## src/design/mafe_pkg.sv

```systemverilog
// Shared types, constants and the hex digit function of the Modbus ASCII frame encoder.
package mafe_pkg;

  localparam int unsigned FIFO_DEPTH = 4;
  localparam int unsigned FIFO_AW    = $clog2(FIFO_DEPTH);
  localparam int unsigned FIFO_CW    = $clog2(FIFO_DEPTH + 1);

  localparam logic [6:0] CHAR_COLON = 7'h3A;
  localparam logic [6:0] CHAR_CR    = 7'h0D;
  localparam logic [6:0] CHAR_LF    = 7'h0A;

  // One classified byte on its way from front to back.
  typedef struct packed {
    logic [7:0] data;
    logic       first;
    logic       last;
    logic [7:0] lrc;
  } entry_t;

  typedef struct packed {
    logic               full;
    logic               empty;
    logic [FIFO_CW-1:0] count;
  } fifo_status_t;

  typedef enum logic [2:0] {
    STEP_COLON,
    STEP_HI,
    STEP_LO,
    STEP_LRC_HI,
    STEP_LRC_LO,
    STEP_CR,
    STEP_LF
  } step_e;

  function automatic logic [6:0] hex_char(input logic [3:0] nibble);
    logic [6:0] wide;
    wide = {3'b000, nibble};
    if (nibble < 4'd10) begin
      hex_char = 7'h30 + wide;
    end else begin
      hex_char = 7'h37 + wide;
    end
  endfunction

endpackage

```

## src/design/mafe_front.sv

```systemverilog
// Front end: accepts words, tracks frame position and running sum, forms LRC entries.
module mafe_front (
  input  logic                  clk_i,
  input  logic                  rst_ni,
  input  logic                  in_valid_i,
  output logic                  in_ready_o,
  input  logic [7:0]            data_byte_i,
  input  logic                  end_of_frame_i,
  input  mafe_pkg::fifo_status_t fifo_status_i,
  output logic                  push_o,
  output mafe_pkg::entry_t      entry_o
);

  logic [7:0] sum_q, sum_d;
  logic       inside_q, inside_d;
  logic [7:0] new_sum;

  assign in_ready_o = ~fifo_status_i.full;
  assign push_o     = in_valid_i & in_ready_o;

  // A new frame starts its sum from zero.
  assign new_sum = (inside_q ? sum_q : 8'h00) + data_byte_i;

  always_comb begin
    entry_o.data  = data_byte_i;
    entry_o.first = ~inside_q;
    entry_o.last  = end_of_frame_i;
    entry_o.lrc   = (new_sum ^ 8'hFF) + 8'h01;
  end

  always_comb begin
    sum_d    = sum_q;
    inside_d = inside_q;
    if (push_o) begin
      if (end_of_frame_i) begin
        sum_d    = 8'h00;
        inside_d = 1'b0;
      end else begin
        sum_d    = new_sum;
        inside_d = 1'b1;
      end
    end
  end

  always_ff @(posedge clk_i or negedge rst_ni) begin
    if (!rst_ni) begin
      sum_q    <= 8'h00;
      inside_q <= 1'b0;
    end else begin
      sum_q    <= sum_d;
      inside_q <= inside_d;
    end
  end

endmodule

```

## src/design/mafe_fifo.sv

```systemverilog
// Short queue of classified entries between the front and back ends.
module mafe_fifo (
  input  logic                   clk_i,
  input  logic                   rst_ni,
  input  logic                   push_i,
  input  mafe_pkg::entry_t       push_entry_i,
  input  logic                   pop_i,
  output mafe_pkg::entry_t       head_o,
  output mafe_pkg::fifo_status_t status_o
);

  mafe_pkg::entry_t                  store_q [mafe_pkg::FIFO_DEPTH];
  logic [mafe_pkg::FIFO_AW-1:0]      wr_ptr_q, wr_ptr_d;
  logic [mafe_pkg::FIFO_AW-1:0]      rd_ptr_q, rd_ptr_d;
  logic [mafe_pkg::FIFO_CW-1:0]      count_q, count_d;
  logic                              do_pop;

  assign status_o.count = count_q;
  assign status_o.empty = (count_q == '0);
  assign status_o.full  = (count_q == mafe_pkg::FIFO_CW'(mafe_pkg::FIFO_DEPTH));
  assign head_o         = store_q[rd_ptr_q];
  assign do_pop         = pop_i & ~status_o.empty;

  always_comb begin
    wr_ptr_d = wr_ptr_q + (push_i ? mafe_pkg::FIFO_AW'(1) : '0);
    rd_ptr_d = rd_ptr_q + (do_pop ? mafe_pkg::FIFO_AW'(1) : '0);
    count_d  = count_q + (push_i ? mafe_pkg::FIFO_CW'(1) : '0)
                       - (do_pop ? mafe_pkg::FIFO_CW'(1) : '0);
  end

  always_ff @(posedge clk_i) begin
    if (push_i) begin
      store_q[wr_ptr_q] <= push_entry_i;
    end
  end

  always_ff @(posedge clk_i or negedge rst_ni) begin
    if (!rst_ni) begin
      wr_ptr_q <= '0;
      rd_ptr_q <= '0;
      count_q  <= '0;
    end else begin
      wr_ptr_q <= wr_ptr_d;
      rd_ptr_q <= rd_ptr_d;
      count_q  <= count_d;
    end
  end

endmodule

```

## src/design/mafe_back.sv

```systemverilog
// Back end: walks each entry through its characters into the output register.
module mafe_back (
  input  logic             clk_i,
  input  logic             rst_ni,
  input  logic             head_valid_i,
  input  mafe_pkg::entry_t head_i,
  output logic             pop_o,
  output logic             out_valid_o,
  input  logic             out_ready_i,
  output logic [6:0]       ascii_char_o,
  output logic             frame_done_o
);

  mafe_pkg::step_e step_q, step_d;
  mafe_pkg::step_e cur_step;
  logic            load;
  logic            last_char;
  logic [6:0]      char_next;
  logic            done_next;
  logic            out_valid_q, out_valid_d;
  logic [6:0]      char_q;
  logic            done_q;

  // Skip the colon for entries that continue a frame.
  assign cur_step = (step_q == mafe_pkg::STEP_COLON && !head_i.first) ?
                    mafe_pkg::STEP_HI : step_q;
  assign load     = head_valid_i & (~out_valid_q | out_ready_i);
  assign pop_o    = load & last_char;

  // Next state.
  always_comb begin
    step_d = step_q;
    if (load) begin
      case (cur_step)
        mafe_pkg::STEP_COLON:  step_d = mafe_pkg::STEP_HI;
        mafe_pkg::STEP_HI:     step_d = mafe_pkg::STEP_LO;
        mafe_pkg::STEP_LO:     step_d = head_i.last ? mafe_pkg::STEP_LRC_HI
                                                    : mafe_pkg::STEP_COLON;
        mafe_pkg::STEP_LRC_HI: step_d = mafe_pkg::STEP_LRC_LO;
        mafe_pkg::STEP_LRC_LO: step_d = mafe_pkg::STEP_CR;
        mafe_pkg::STEP_CR:     step_d = mafe_pkg::STEP_LF;
        mafe_pkg::STEP_LF:     step_d = mafe_pkg::STEP_COLON;
        default:               step_d = mafe_pkg::STEP_COLON;
      endcase
    end
  end

  // Outputs of the current step.
  always_comb begin
    char_next = mafe_pkg::CHAR_COLON;
    done_next = 1'b0;
    last_char = 1'b0;
    case (cur_step)
      mafe_pkg::STEP_COLON:  char_next = mafe_pkg::CHAR_COLON;
      mafe_pkg::STEP_HI:     char_next = mafe_pkg::hex_char(head_i.data[7:4]);
      mafe_pkg::STEP_LO: begin
        char_next = mafe_pkg::hex_char(head_i.data[3:0]);
        last_char = ~head_i.last;
      end
      mafe_pkg::STEP_LRC_HI: char_next = mafe_pkg::hex_char(head_i.lrc[7:4]);
      mafe_pkg::STEP_LRC_LO: char_next = mafe_pkg::hex_char(head_i.lrc[3:0]);
      mafe_pkg::STEP_CR:     char_next = mafe_pkg::CHAR_CR;
      mafe_pkg::STEP_LF: begin
        char_next = mafe_pkg::CHAR_LF;
        done_next = 1'b1;
        last_char = 1'b1;
      end
      default: begin
        char_next = mafe_pkg::CHAR_COLON;
      end
    endcase
  end

  always_comb begin
    out_valid_d = out_valid_q;
    if (load) begin
      out_valid_d = 1'b1;
    end else if (out_ready_i) begin
      out_valid_d = 1'b0;
    end
  end

  always_ff @(posedge clk_i) begin
    if (load) begin
      char_q <= char_next;
      done_q <= done_next;
    end
  end

  always_ff @(posedge clk_i or negedge rst_ni) begin
    if (!rst_ni) begin
      step_q      <= mafe_pkg::STEP_COLON;
      out_valid_q <= 1'b0;
    end else begin
      step_q      <= step_d;
      out_valid_q <= out_valid_d;
    end
  end

  assign out_valid_o  = out_valid_q;
  assign ascii_char_o = char_q;
  assign frame_done_o = done_q;

endmodule

```

## src/design/modbus_ascii_frame_encoder_top.sv

```systemverilog
// Top level of the Modbus ASCII frame encoder with LRC.
//
// Input channel: one raw frame byte per word (data_byte_i, end_of_frame_i marks
// the last byte), valid/ready. Output channel: one ASCII character per word
// (ascii_char_o), frame_done_o set on the closing line feed, valid/ready.
// A frame comes out as a colon, two upper-case hex digits per byte, two LRC
// digits, CR and LF.
// Throughput: one character per cycle from the output register while the
// receiver is ready. An inner byte gives two characters, the first byte of
// a frame three, the last byte four more, via the queue and output register.
// A four-entry queue between the front end and the character sequencer lets
// the input keep accepting while the output stalls; input ready drops only
// when that queue is full. A stalled receiver holds the current character.
// Reset empties the queue and the output register and starts a new frame.
module modbus_ascii_frame_encoder_top (
  input  logic       clk_i,
  input  logic       rst_ni,
  input  logic       in_valid_i,
  output logic       in_ready_o,
  input  logic [7:0] data_byte_i,
  input  logic       end_of_frame_i,
  output logic       out_valid_o,
  input  logic       out_ready_i,
  output logic [6:0] ascii_char_o,
  output logic       frame_done_o
);

  mafe_pkg::entry_t       push_entry;
  mafe_pkg::entry_t       head;
  mafe_pkg::fifo_status_t fifo_status;
  logic                   push;
  logic                   pop;

  mafe_front u_front (
    .clk_i          (clk_i),
    .rst_ni         (rst_ni),
    .in_valid_i     (in_valid_i),
    .in_ready_o     (in_ready_o),
    .data_byte_i    (data_byte_i),
    .end_of_frame_i (end_of_frame_i),
    .fifo_status_i  (fifo_status),
    .push_o         (push),
    .entry_o        (push_entry)
  );

  mafe_fifo u_fifo (
    .clk_i        (clk_i),
    .rst_ni       (rst_ni),
    .push_i       (push),
    .push_entry_i (push_entry),
    .pop_i        (pop),
    .head_o       (head),
    .status_o     (fifo_status)
  );

  mafe_back u_back (
    .clk_i        (clk_i),
    .rst_ni       (rst_ni),
    .head_valid_i (~fifo_status.empty),
    .head_i       (head),
    .pop_o        (pop),
    .out_valid_o  (out_valid_o),
    .out_ready_i  (out_ready_i),
    .ascii_char_o (ascii_char_o),
    .frame_done_o (frame_done_o)
  );

`ifndef SYNTHESIS
  a_count_bound: assert property (@(posedge clk_i) disable iff (!rst_ni)
    fifo_status.count <= mafe_pkg::FIFO_CW'(mafe_pkg::FIFO_DEPTH))
    else $error("queue count above depth");

  a_ready_full: assert property (@(posedge clk_i) disable iff (!rst_ni)
    in_ready_o == ~fifo_status.full)
    else $error("input ready disagrees with queue state");

  a_done_is_lf: assert property (@(posedge clk_i) disable iff (!rst_ni)
    (out_valid_o && frame_done_o) |-> (ascii_char_o == mafe_pkg::CHAR_LF))
    else $error("frame done on a character other than line feed");

  a_pop_nonempty: assert property (@(posedge clk_i) disable iff (!rst_ni)
    pop |-> !fifo_status.empty)
    else $error("pop from empty queue");
`endif

endmodule

```

## config.mk

```make
export PLATFORM = sky130hd
export DESIGN_NAME = modbus_ascii_frame_encoder_top
export DESIGN_NICKNAME = d
export VERILOG_FILES = /design/src/design/mafe_pkg.sv /design/src/design/mafe_front.sv /design/src/design/mafe_fifo.sv /design/src/design/mafe_back.sv /design/src/design/modbus_ascii_frame_encoder_top.sv
export SDC_FILE = /design/constraint.sdc
export NUM_CORES = 1
export LEC_CHECK = 0
export BUFFER_PORTS_ARGS = -buffer_cell sky130_fd_sc_hd__buf_2
export CAP_MARGIN = 20
export CORE_MARGIN = 2
export CORE_UTILIZATION = 57
export CTS_BUF_LIST = sky130_fd_sc_hd__clkbuf_8
export DETAILED_ROUTE_END_ITERATION = 16
export GPL_ROUTABILITY_DRIVEN = 0
export GPL_TIMING_DRIVEN = 0
export PLACE_DENSITY = 0.76
export REMOVE_ABC_BUFFERS = 1
export SYNTH_ARGS = -nofsm -noshare
export SYNTH_HDL_FRONTEND = slang
export SYNTH_SLANG_ARGS = --single-unit
```

## constraint.sdc

```tcl
create_clock -name clk_i -period 2.8 [get_ports clk_i]
set_clock_uncertainty 0.1 [all_clocks]
set_input_delay 0.28 -clock clk_i [delete_from_list [all_inputs] [get_ports clk_i]]
set_output_delay 0.28 -clock clk_i [all_outputs]
set_load 0.005 [all_outputs]
```

# Yosys cells after proc, flatten, opt, wreduce, memory -nomap -nowiden
# Memories as Yosys holds them, arrays and structs flattened.
# Cells that the tools add are included.
# totals
wordCells	73
latch_bits	0
ramBits	72
romBits	0
reg_bits	28
memories	1
# memory_table
memory	words	word_bits	rd	rd_ports_with_merged_regs	write_ports	line_no	text
u_fifo.store_q	4	18	1	0	1	mafe_fifo.sv:12	mafe_pkg::entry_t store_q [mafe_pkg::FIFO_DEPTH];
# classes
reduce_logical	6
bitwise	11
n_div	0
n_eq_ne	7
shifts	0
n_mux	21
n_addsub	14
n_lt_le_gt_ge	4
mul	0
# op_table
op	n
6-bit by 4-bit adder with 7-bit output, first input constant	8
7-bit case mux with 6 select lines	1
7-bit 2-to-1 mux	4
3-bit case mux with 6 select lines	1
4-bit < comparator, second input constant	4
8-bit 2-to-1 mux	2
3-bit equality test, second input constant	4
1-bit 2-to-1 mux	10
3-bit zero test	3
8-bit by 1-bit adder with 8-bit output, second input constant	1
8-bit adder	1
8-bit inverter	1
3-bit by 2-bit equality test with 1-bit output, second input constant	2
1-bit inverter	5
2-bit adder	2
1-bit AND	4
3-bit adder	1
3-bit by 1-bit equality test with 1-bit output, second input constant	1
3-bit 2-to-1 mux	1
3-bit subtractor	1
2-bit 2-to-1 mux	1
1-bit case mux with 2 select lines	1
2-bit nonzero test	1
1-bit logical AND	1
2 further kinds	2

# Depth between registers and ports, before layout
# Gate-level depths: netlist of run 1.
# An unclocked memory read counts as a cell.
# logic_depth
depth_word	10
mapped_depth	11

# Cells and area by module
# A second synthesis of run 1 with hierarchy kept.
# unflattened
hier_cells	347
hier_area_um2	4862.2
# modules_own_cells
module	cells_per_inst	area_per_inst_um2	instances
mafe_fifo	122	2950.3	1
mafe_back	126	1031.0	1
mafe_front	98	877.1	1
modbus_ascii_frame_encoder_top	1	3.8	1

# Worst setup path before layout of run 1
# Ideal clock, no wire load.
# synth_timing
path_type	reg2reg
startpoint	register u_fifo.count_q[2] (netlist name)
endpoint	memory u_fifo.store_q[1][0] (netlist name), enable pin
setup_slack_ps	107
setup_time_ps	420
arrival_time_ps	2173
path_buffers	1
path_stages_with_launch	5
required_time_ps	2280
period_less_slack_ps	2693
path_cell_list	dfrtp_1 -> nand2_1 -> nand2_1 -> clkbuf_1 -> nor3b_1
# synth_between
elab_chain_cells	5
# synth_rtl
element	line_no	text
from (decl)	mafe_fifo.sv:15	logic [mafe_pkg::FIFO_CW-1:0] count_q, count_d;
from (signal assigned)	mafe_fifo.sv:45	count_q <= count_d;
3-bit equality test	mafe_fifo.sv:20	assign status_o.full = (count_q == mafe_pkg::FIFO_CW'(mafe_pkg::FIFO_DEPTH));
1-bit inverter	mafe_front.sv:18	assign in_ready_o = ~fifo_status_i.full;
named net in_ready_o	modbus_ascii_frame_encoder_top.sv:19	output logic in_ready_o,
1-bit AND	mafe_front.sv:19	assign push_o = in_valid_i & in_ready_o;
1-bit 2-to-1 mux	mafe_fifo.sv:32	if (push_i) begin
1-bit 2-to-1 mux (implied by the code)	mafe_fifo.sv:33	store_q[wr_ptr_q] <= push_entry_i;
to (decl)	mafe_fifo.sv:12	
# The timed path passes the listed nets, and every way through them passes these cells.

# Worst setup path in the final report of run 1
# layout_timing
startpoint	register u_fifo.rd_ptr_q[0] (netlist name)
endpoint	register u_fifo.count_q[2] (netlist name)
# layout_between
elab_chain_cells	10
word_cells_on_any_way	12
# layout_rtl
element	line_no	text
from (decl)	mafe_fifo.sv:14	logic [mafe_pkg::FIFO_AW-1:0] rd_ptr_q, rd_ptr_d;
from (signal assigned)	mafe_fifo.sv:44	rd_ptr_q <= rd_ptr_d;
memory 4 x 18 bit (*)	n/a	
1-bit zero test	mafe_back.sv:25	assign cur_step = (step_q == mafe_pkg::STEP_COLON && !head_i.first) ?
1-bit logical AND	mafe_back.sv:25	
3-bit 2-to-1 mux	mafe_back.sv:25	
3-bit equality test or 3-bit by 2-bit equality test with 1-bit output (tied branches)	mafe_back.sv:53	case (cur_step)
1-bit case mux with 2 select lines (*)	mafe_back.sv:53	
1-bit AND (*)	mafe_back.sv:28	assign pop_o = load & last_char;
1-bit AND (*)	mafe_fifo.sv:22	assign do_pop = pop_i & ~status_o.empty;
1-bit 2-to-1 mux (*)	mafe_fifo.sv:28	- (do_pop ? mafe_pkg::FIFO_CW'(1) : '0);
3-bit subtractor (*)	mafe_fifo.sv:28	
named net u_fifo.count_d (one bit)	mafe_fifo.sv:15	
# The timed path passes the listed nets; every way through them passes the cells marked *.
# A chain may end at the register's enable or synchronous reset.

==> results of run 1 <==
[area by class of cell]
cell class              instances  area [µm²]  share of cell area
clock inverters                 7       67.56             0.01261
clock buffers                   9       123.9             0.02312
flip-flops and latches        100        2912              0.5434
repair buffers                 35       232.7             0.04344
well taps                     105       131.4             0.02452
inverters                      22       82.58             0.01541
multi-input cells             208        1808              0.3375
[repair_timing]
item | in CTS | in global routing
gates resized for setup | 11 | 7
hold buffers | 1 | 0
buffers inserted | 6 | 1
pin swaps | 3 | 4
hold endpoints to repair | 20 | 0
endpoints found under the setup margin | 24 | 21
[routing by layer]
| layer | share of wire | vias up |
|---|---|---|
| met5 | 0 | - |
| met4 | 0.010 | 0 |
| met3 | 0.041 | 8 |
| met2 | 0.50 | 88 |
| met1 | 0.45 | 1433 |
| li1 | - | 1357 |
[stage by stage]
stage / worst slack [ns] / util / hold WS [ns]
floorplan: -0.3454 / - / -0.1156
global placement: -1.273 / 0.6073 / 0.1782
detailed placement: -0.8223 / 0.6160 / 0.1972
CTS: 0.03422 / 0.6526 / 0.04105
global route: -0.009670 / 0.6553 / 0.05356
finish: 0.09645 / 0.6553 / 0.05482
[registers in the layout, summed over array words and instances (netlist names), 2 cells and up]
name	cells
u_back.step_q	3
u_fifo.store_q	72
u_back.ascii_char_o	7
u_fifo.count_q	3
u_fifo.wr_ptr_q	2
u_fifo.rd_ptr_q	2
u_front.sum_q	8
[cells in the final DEF (no fill, tap or decap), types with 5 or more instances in the layout]
cell,instances
a211oi_1,6
xnor2_1,11
o21ai_0,11
nor2_1,16
dfrtp_1,17
buf_4,6
mux4_2,10
buf_2,22
xor2_1,8
inv_1,23
o31ai_1,5
o21a_1,5
ha_1,13
o22ai_1,6
and2_1,7
nand2_1,29
mux4_1,8
a21oi_1,11
edfxtp_1,80
clkbuf_8,9
buf_6,6
[synth_stat cells, types with 5 or more instances]
cell,instances,share of area
a211oi_1,7,0.011
dfrtp_1,20,0.10
inv_1,22,0.017
nor2_1,16,0.013
nand2_1,29,0.023
a21oi_1,11,0.012
o21ai_0,12,0.013
o22ai_1,6,0.0078
mux4_2,9,0.042
mux4_1,9,0.049
o31ai_1,5,0.0078
xor2_1,9,0.016
ha_1,14,0.037
xnor2_1,12,0.022
edfxtp_1,80,0.50
and2_1,8,0.010
clkbuf_1,5,0.0039
o21a_1,5,0.0078
[power by group through the flow]
stage                     Combinational, mW  Clock (mW)  Sequential, mW
after CTS                              2.54       0.911            2.45
after floorplan                        1.74           0            2.45
after global placement                 2.18           0            2.54
after detailed placement               2.33           0            2.55
final                                  2.58       0.895            2.46
after global routing                   2.86       0.977            2.51
[worst paths after layout]
kind / start / to / slack, ns / cells past startpoint
worst max-delay path: u_fifo.rd_ptr_q[0]$_DFF_PN0_ / u_fifo.count_q[2]$_DFF_PN0_ / 0.1 / 9
worst max register to register: u_fifo.rd_ptr_q[0]$_DFF_PN0_ / u_fifo.count_q[2]$_DFF_PN0_ / 0.1 / 9
max in group asynchronous: rst_ni / u_front.inside_q$_DFFE_PN0P_ / 1.83 / 2
worst min-delay path: out_ready_i / u_back.out_valid_o$_DFFE_PN0P_ / 0.05 / 4
worst min register to register: u_front.sum_q[0]$_DFFE_PN0P_ / u_front.sum_q[0]$_DFFE_PN0P_ / 0.39 / 2
min in group asynchronous: rst_ni / u_fifo.count_q[2]$_DFF_PN0_ / 0.36 / 2
[critical path, delay by kind of cell (launching register included)]
kind                       cells  cell delay (ns)
xor gates and xnor gates       3             0.44
adders and majority gates      2             0.60
and+or+nand+nor                1             0.08
DFF                            1             0.46
buffers and inverters          1             0.12
muxes                          1             0.60
AOI/OAI and AO/OA              1             0.22
[kinds of logic (layout without fill, tap and decap cells)]
logic type	Yosys count	count (layout)	synth area share
buffers and inverters	33	73	0.03007
AND/OR/NAND/NOR	81	81	0.08290
flip-flops	100	100	0.6067
AO/OA/AOI/OAI	71	71	0.1028
XOR/XNOR	21	21	0.03844
multiplexers	19	19	0.09414
adder cells (fa/ha/maj)	16	16	0.04498
==> run_results.csv, run 1 <==
group,metric,value,unit
critical_path,crit_top_cell,"xnor2_1",
sta,setup_viol,0,
finish,layout-drive-gt1-share,0.2073,
hold_path,holdCritPathClass,"primary input to flip-flop",
finish,syn_to_final_growth,11.98,%
sta,finalMaxSlewViolations,0,
die,core_region_area,8175,µm²
placed_design,placed_area,5036,µm²
cts,h-tree-depth,3,
sta,slew_headroom,0.3701,
routing,drt-vias-per-instance,5.938,
sta,hold_viol,0,
synthesis,syn_area,4785,µm²
die,die_h,95.62,µm
routing,drc_errors,0,
power_and_ir_drop,pwr-share-clk,0.151,
global_route,grt_pass1_vias,2922,
synthesis,synth_enable_flop_cells,80,
critical_path,end_kind,"flip-flop",
sta,finalCriticalPeriod,2.704,ns
critical_path,crit_type,"flip-flop to flip-flop",
power_and_ir_drop,switchingPower,2.184,mW
cts,numCtsBuffers,9,
routing,totalWireLength,9.088,mm
cts,clk_latency,0.36,ns
global_route,grtUsageMet1,0.2941,
power_and_ir_drop,p_seq_frac,0.415,
placed_design,hpwlAfterDp,6.114,mm
sta,tightestPinTransition,0.9448,ns
power_and_ir_drop,p_per_area,1108,nW/µm²
cts,cts_tree,"done",
critical_path,worstPathCellList,"buf_4, mux4_1, o21ai_4, nor3_4, xnor2_1, ha_1, fa_1, xnor2_1, xnor2_1",
power_and_ir_drop,p_comb_frac,0.434,
synthesis,ys.flop_type,"edfxtp_1",
critical_path,cp_slowest_cell,"mux4_1",
sta,fmax,369.9,MHz
job,drv_cap,0,
global_route,met3_usage,0.03557,
finish,instances_no_fill,486,
routing,wl_per_cell,18.70,µm
critical_path,arrival,2.89,ns
die,fp.dieW,95.62,µm
global_route,use_met2,0.3724,
synthesis,synth-warning-count,0,
routing,drtIter0Drc,196,
power_and_ir_drop,total_power,5.934,mW
routing,vias,2886,
critical_path,crit_fanout,4,
cts,clock-sinks,100,
cts,path_clk_slew,0.10,ns
global_route,grt_start_max_net_pins,22,
critical_path,required,2.98,ns
synthesis,yosysSeqAreaShare,0.6067,
run_status,status,"completed",
synthesis,synthArstFlopShare,0.2000,
placed_design,port_buffers,22,
finish,fillers,602,
global_route,grt_usage,0.2209,
sta,finalSetupTns,0,ns
routing,final_antenna_net_count,0,
cts,root_buffer,"clkbuf_8",
global_route,gr-max-usage-layer,"met2",
finish,n_antenna_cell,0,
sta,finalCritPeriodShare,0.9656,
global_route,grt_first_pass_wirelength,14.78,mm
die,design.die.area,9143,µm²
critical_path,cp-start-kind,"flip-flop",
finish,nNetsFinal,405,
global_route,overflow,0,
die,pin_count,23,
power_and_ir_drop,p_sw_frac,0.3681,
routing,drt-pass1-iter-count,4,
power_and_ir_drop,p_int,3.750,mW
placed_design,dp_cells,462,
synthesis,syn-mean-instance-area,14.03,µm²
power_and_ir_drop,peakVddDrop,0.0005284,V
synthesis,ys_types,48,
synthesis,post_synth_inst_count,341,
die,start_util,0.5852,
finish,design_area,5358,µm²
power_and_ir_drop,power.leakage,2.023,nW
critical_path,max_stage_delay,0.60,ns
synthesis,synth-seq-cells,100,
die,rows,33,
global_route,antenna_found_initial,0,
cts,clock_path_buffers,2,
(Power assumes the default switching activity.)
==> run 2: changes to the inputs <==
--- a/config.mk
+++ b/config.mk
@@ -13,8 +13,9 @@
 export DETAILED_ROUTE_END_ITERATION = 16
 export GPL_ROUTABILITY_DRIVEN = 0
 export GPL_TIMING_DRIVEN = 0
-export PLACE_DENSITY = 0.76
+export PLACE_DENSITY = 0.77
 export REMOVE_ABC_BUFFERS = 1
+export SLEW_MARGIN = 10
 export SYNTH_ARGS = -nofsm -noshare
 export SYNTH_HDL_FRONTEND = slang
 export SYNTH_SLANG_ARGS = --single-unit
==> run_results.csv, run 2 (synthesis results as in run 1) <==
group,metric,value,unit
finish,largest_register_ffs,72,
sta,setup_viol,0,
die,rows,33,
placed_design,dp_cells,464,
sta,hold_viol,0,
critical_path,r2r_start,"u_front.inside_q$_DFFE_PN0P_",
critical_path,crit_fanout,4,
finish,fillers,586,
cts,clock-sinks,100,
finish,layout_commonest_cell,"edfxtp_1",
critical_path,crit_type,"flip-flop to flip-flop",
finish,design_area,5483,µm²
die,die_h,95.62,µm
die,design.die.area,9143,µm²
cts,clock_path_buffers,2,
die,fp.dieW,95.62,µm
finish,n_antenna_cell,0,
global_route,grt_usage,0.2231,
sta,finalMaxSlewViolations,0,
sta,whs,0.04900,ns
die,core_region_area,8175,µm²
global_route,antenna_found_initial,0,
global_route,overflow,0,
job,drv_cap,0,
global_route,grt_start_max_net_pins,22,
finish,nNetsFinal,418,
routing,wl_per_cell,18.86,µm
cts,h-tree-depth,3,
routing,final_antenna_net_count,0,
critical_path,rrSetupSlack,0.007,ns
hold_path,min_from,"data_byte_i[2]",
cts,cts_tree,"done",
finish,top_register,"u_fifo.store_q",
cts,root_buffer,"clkbuf_8",
placed_design,hpwlAfterDp,6.309,mm
critical_path,end_kind,"flip-flop",
placed_design,port_buffers,22,
cts,path_clk_slew,0.10,ns
routing,drtIter0Drc,214,
global_route,grt_first_pass_wirelength,14.87,mm
critical_path,crit_end,"u_fifo.store_q[1][7]$_DFFE_PP_",
power_and_ir_drop,power.leakage,2.087,nW
sta,finalCritPeriodShare,0.9976,
power_and_ir_drop,peakVddDrop,0.0005890,V
power_and_ir_drop,p_per_area,1129,nW/µm²
critical_path,r2r_cells,10,
die,pin_count,23,
global_route,grt_pass1_vias,2938,
sta,finalCriticalPeriod,2.793,ns
die,start_util,0.5852,
sta,slew_headroom,0.3293,
finish,final_cell_mix,"80 x edfxtp_1, 29 x nand2_1, 22 x inv_1, 22 x buf_2, 22 x buf_4",
hold_path,holdPathStages,1,
hold_path,holdCritPathClass,"primary input to flip-flop",
cts,clk_latency,0.36,ns
finish,syn_to_final_growth,14.59,%
sta,fmax,358.0,MHz
routing,drt-vias-per-instance,5.958,
critical_path,cp-startpoint,"u_front.inside_q$_DFFE_PN0P_",
critical_path,rr_endpoint,"u_fifo.store_q[1][7]$_DFFE_PP_",
finish,instances_no_fill,499,
routing,totalWireLength,9.410,mm
finish,layout-drive-gt1-share,0.2538,
sta,finalSetupTns,0,ns
run_status,status,"completed",
placed_design,placed_area,5060,µm²
critical_path,required,2.81,ns
cts,numCtsBuffers,9,
sta,tightestPinTransition,1.006,ns
critical_path,cp-start-kind,"flip-flop",
routing,drc_errors,0,
routing,vias,2973,
routing,drt-pass1-iter-count,5,
critical_path,arrival,2.80,ns
[run 2: cell types whose count changed in the layout (fill, tap and decap cells not counted), moves of 2 or more]
cell    before  now
mux4_1       8    6
buf_6        6    2
buf_4        6   22
mux4_2      10   12
[run 2: worst min path at each step]
stage / end / slack [ns]
finish: u_fifo.store_q[1][12]$_DFFE_PP_ / 0.05
CTS: u_fifo.store_q[1][12]$_DFFE_PP_ / 0.05
detailed placement: u_fifo.count_q[0]$_DFF_PN0_ / 0.18
floorplan: u_back.out_valid_o$_DFFE_PN0P_ / -0.12
global placement: u_fifo.count_q[2]$_DFF_PN0_ / 0.18
global route: u_fifo.store_q[1][12]$_DFFE_PP_ / 0.04
[run 2: metal layers]
layer | up-vias | share of wire | routed length [µm] | global-route usage
met3 | 18 | 0.044 | 410 | 0.04190
li1 | 1382 | - | - | -
met2 | 99 | 0.50 | 4747 | 0.3724
met1 | 1474 | 0.43 | 4065 | 0.2929
met4 | 0 | 0.020 | 186 | 0.08333
met5 | - | 0 | 0 | 0
[run 2: final cells by class]
class	instances	area, µm²	share of cell area
inverters	22	82.58	0.01506
clock inverters	7	77.57	0.01415
well taps	105	131.4	0.02396
multi-input cells	208	1823	0.3325
flip-flops and latches	100	2909	0.5306
clock buffers	9	123.9	0.02259
repair buffers	48	335.3	0.06116
[run 2: through the flow]
step / total power [mW] / setup WS [ns] / utilization
floorplan: 4.194 / -0.3454 / -
global route: 6.575 / -0.05533 / 0.6706
global placement: 4.722 / -1.278 / 0.6073
finish: 6.191 / 0.006836 / 0.6706
detailed placement: 4.945 / -0.4605 / 0.6189
CTS: 5.953 / -0.09094 / 0.6544
[run 2: repair_timing]
item,CTS,global route
hold buffers,1,0
resized for setup,11,12
buffers inserted,4,14
setup endpoints to repair,17,10
pin swaps,4,6
cloned,0,0
endpoints found under the hold margin,20,0
[run 2: power breakdown]
part           internal (mW)  switching (mW)
combinational           1.29            1.51
sequential              2.18           0.276
clock                  0.419           0.511
total                   3.89            2.30
[run 2: critical path, stage by stage, from the launching register on]
cell and delay [ns]:
dfrtp_2 0.44, and2_1 0.15, ha_2 0.20, inv_2 0.07, fa_2 0.24, nor2b_1 0.06, o21a_2 0.23, or3_4 0.34
a211oi_2 0.33, nand3b_1 0.18, xnor2_2 0.20
==> run 3: changes to the inputs <==
--- a/config.mk
+++ b/config.mk
@@ -5,15 +5,17 @@
 export SDC_FILE = /design/constraint.sdc
 export NUM_CORES = 1
 export LEC_CHECK = 0
+export ABC_AREA = 1
 export BUFFER_PORTS_ARGS = -buffer_cell sky130_fd_sc_hd__buf_2
 export CAP_MARGIN = 20
+export CORE_ASPECT_RATIO = 0.7
 export CORE_MARGIN = 2
-export CORE_UTILIZATION = 57
+export CORE_UTILIZATION = 58
 export CTS_BUF_LIST = sky130_fd_sc_hd__clkbuf_8
 export DETAILED_ROUTE_END_ITERATION = 16
 export GPL_ROUTABILITY_DRIVEN = 0
 export GPL_TIMING_DRIVEN = 0
-export PLACE_DENSITY = 0.77
+export PLACE_DENSITY = 0.78
 export REMOVE_ABC_BUFFERS = 1
 export SLEW_MARGIN = 10
 export SYNTH_ARGS = -nofsm -noshare
==> run_results.csv, run 3 <==
group,metric,value,unit
cts,clock-sinks,100,
synthesis,synthArstFlopShare,0.2000,
synthesis,ys.flop_type,"edfxtp_1",
sta,setup_viol,0,
placed_design,placed_area,5473,µm²
global_route,grt_usage,0.2437,
critical_path,cp-start-kind,"flip-flop",
synthesis,synth_enable_flop_cells,80,
cts,h-tree-depth,3,
critical_path,arrival,2.73,ns
sta,rsz0062_at_grt,"no",
power_and_ir_drop,switchingPower,2.899,mW
sta,finalSetupTns,0,ns
power_and_ir_drop,p_int,3.598,mW
run_status,status,"completed",
routing,drt-pass1-iter-count,5,
critical_path,crit_type,"flip-flop to flip-flop",
placed_design,hpwlAfterDp,7.940,mm
hold_path,holdCritPathClass,"primary input to flip-flop",
die,start_util,0.6084,
finish,ff_latch_area,2909,µm²
power_and_ir_drop,p_seq_frac,0.391,
cts,clk_latency,0.37,ns
synthesis,synth_area_leader_cell,"edfxtp_1",
synthesis,synth.area.top_cells,"edfxtp_1 46%, nand2_1 12%, dfrtp_1 9.5%",
synthesis,synth-warning-count,0,
die,pin_count,23,
cts,cts_tree,"done",
synthesis,syn-mean-instance-area,9.314,µm²
power_and_ir_drop,peakVddDrop,0.0005924,V
routing,drc_errors,0,
finish,fin_util,0.6626,
global_route,grt_first_pass_wirelength,18.63,mm
finish,layout_commonest_cell,"nand2_1",
finish,layout-drive-gt1-share,0.1647,
finish,n_antenna_cell,0,
finish,top_register,"u_fifo.store_q",
finish,largest_register_ffs,72,
synthesis,post_synth_inst_count,563,
sta,finalCriticalPeriod,2.574,ns
power_and_ir_drop,power.leakage,2.584,nW
die,fp.dieW,117.6,µm
finish,syn_to_final_growth,8.900,%
power_and_ir_drop,total_power,6.498,mW
die,design.die.area,9830,µm²
global_route,overflow,0,
routing,final_antenna_net_count,0,
sta,finalCritPeriodShare,0.9192,
power_and_ir_drop,p_per_area,1138,nW/µm²
finish,nNetsFinal,619,
die,core_region_area,8618,µm²
sta,fmax,388.5,MHz
global_route,grt_pass1_vias,3752,
sta,slew_headroom,0.4173,
synthesis,synth_top_area_share,0.4581,
global_route,grt_start_max_net_pins,43,
sta,hold_viol,0,
routing,vias,3934,
finish,design_area,5710,µm²
cts,numCtsBuffers,9,
routing,wl_per_cell,15.82,µm
critical_path,end_kind,"flip-flop",
global_route,antenna_found_initial,0,
cts,path_clk_slew,0.09,ns
placed_design,dp_cells,696,
power_and_ir_drop,p_comb_frac,0.466,
synthesis,ys_types,31,
synthesis,ys_top_cells_by_count,"174 x nand2_1, 80 x edfxtp_1, 68 x nand3_1",
synthesis,synth.most_common_cell,"nand2_1",
job,drv_cap,0,
finish,fillers,706,
synthesis,syn_area,5244,µm²
placed_design,port_buffers,22,
routing,totalWireLength,11.31,mm
critical_path,required,2.96,ns
finish,final_cell_mix,"174 x nand2_1, 80 x edfxtp_1, 68 x nand3_1",
cts,root_buffer,"clkbuf_8",
routing,drt-vias-per-instance,5.502,
die,die_h,83.56,µm
power_and_ir_drop,pwr-share-clk,0.143,
power_and_ir_drop,p_sw_frac,0.4462,
critical_path,crit_fanout,42,
die,rows,28,
finish,multi_input_area,1984,µm²
routing,drtIter0Drc,351,
synthesis,yosysSeqAreaShare,0.5536,
synthesis,synth-seq-cells,100,
sta,finalMaxSlewViolations,0,
finish,instances_no_fill,715,
cts,clock_path_buffers,2,
sta,tightestPinTransition,0.8713,ns
==> run 3: cell types whose count changed in the layout (fill, tap and decap cells not counted), sizes merged, moves of 16 or more <==
| cell | previous run | this run |
|---|---|---|
| nand4 | 0 | 17 |
| buf | 47 | 31 |
| nand3 | 4 | 69 |
| inv | 24 | 67 |
| nand2 | 29 | 200 |
| mux4 | 18 | 0 |
==> run 3: metrics by stage <==
step,setup slack (ns),hold WS (ns)
global placement,-0.8330,0.1590
finish,0.2263,0.02919
detailed placement,-0.2580,0.1683
global route,0.01381,0.02445
floorplan,0.1374,-0.1156
CTS,0.02222,0.01513
==> run 3: power groups by stage <==
stage / Combinational (mW) / Sequential (mW) / Clock [mW]
floorplan: 2.15 / 2.47 / 0
global placement: 2.76 / 2.55 / 0
detailed placement: 2.97 / 2.56 / 0
CTS: 2.98 / 2.53 / 0.947
global route: 3.41 / 2.60 / 1.01
finish: 3.03 / 2.54 / 0.926
==> run 3: routing by layer <==
| metal | up-vias | share of wire | routed length (µm) | GRT usage |
|---|---|---|---|---|
| met4 | 0 | 0.018 | 200 | 0.08324 |
| met2 | 157 | 0.45 | 5138 | 0.3837 |
| met5 | - | 0 | 0 | 0 |
| li1 | 1925 | - | - | - |
| met1 | 1830 | 0.46 | 5194 | 0.3394 |
| met3 | 22 | 0.069 | 775 | 0.05055 |
==> run 3: layout make-up <==
cell class,count,area share
Timing Repair Buffer,33,0.03659
Tap cell,120,0.02629
Clock inverter,7,0.01337
Multi-Input combinational cell,380,0.3475
Clock buffer,9,0.02169
Sequential cell,100,0.5094
Inverter,66,0.04514
==> run 3: final timing paths <==
kind | start | end | slack (ns) | cells past startpoint
worst max-delay path | u_fifo.rd_ptr_q[0]$_DFF_PN0_ | u_fifo.count_q[2]$_DFF_PN0_ | 0.23 | 12
worst min-delay path | end_of_frame_i | u_fifo.store_q[2][8]$_DFFE_PP_ | 0.03 | 1
worst max register to register | u_fifo.rd_ptr_q[0]$_DFF_PN0_ | u_fifo.count_q[2]$_DFF_PN0_ | 0.23 | 12
worst min register to register | u_front.sum_q[3]$_DFFE_PN0P_ | u_front.sum_q[3]$_DFFE_PN0P_ | 0.40 | 2
max in group asynchronous | rst_ni | u_fifo.rd_ptr_q[0]$_DFF_PN0_ | 1.93 | 2
min in group asynchronous | rst_ni | u_back.step_q[2]$_DFFE_PN0P_ | 0.29 | 2
==> run 3: logic make-up (layout without fill, tap and decap cells) <==
family,count (synthesis),in the layout,share of synthesized area
compound gates,34,34,0.03651
buf+inv,83,115,0.07230
fa+ha+maj,16,16,0.04104
flops,100,100,0.5536
simple gates,320,320,0.2799
xor+xnor,10,10,0.01670
==> run 3: critical path, stage by stage, from the launching register on <==
cell     delay (ns)
dfrtp_4        0.75
inv_8          0.18
nand2_2        0.10
nand3_1        0.09
nand2_1        0.09
nand2_1        0.06
nand2_2        0.10
nand2_2        0.07
nand2_1        0.09
nand2_1        0.05
ha_1           0.19
fa_1           0.38
xor2_1         0.17
==> run 3: timing repair <==
action / in CTS / in global routing
gates resized for setup: 1 / 5
setup buffers: 0 / 1
hold buffers: 2 / 0
endpoints found under the hold margin: 21 / 0
endpoints found under the setup margin: 6 / 16
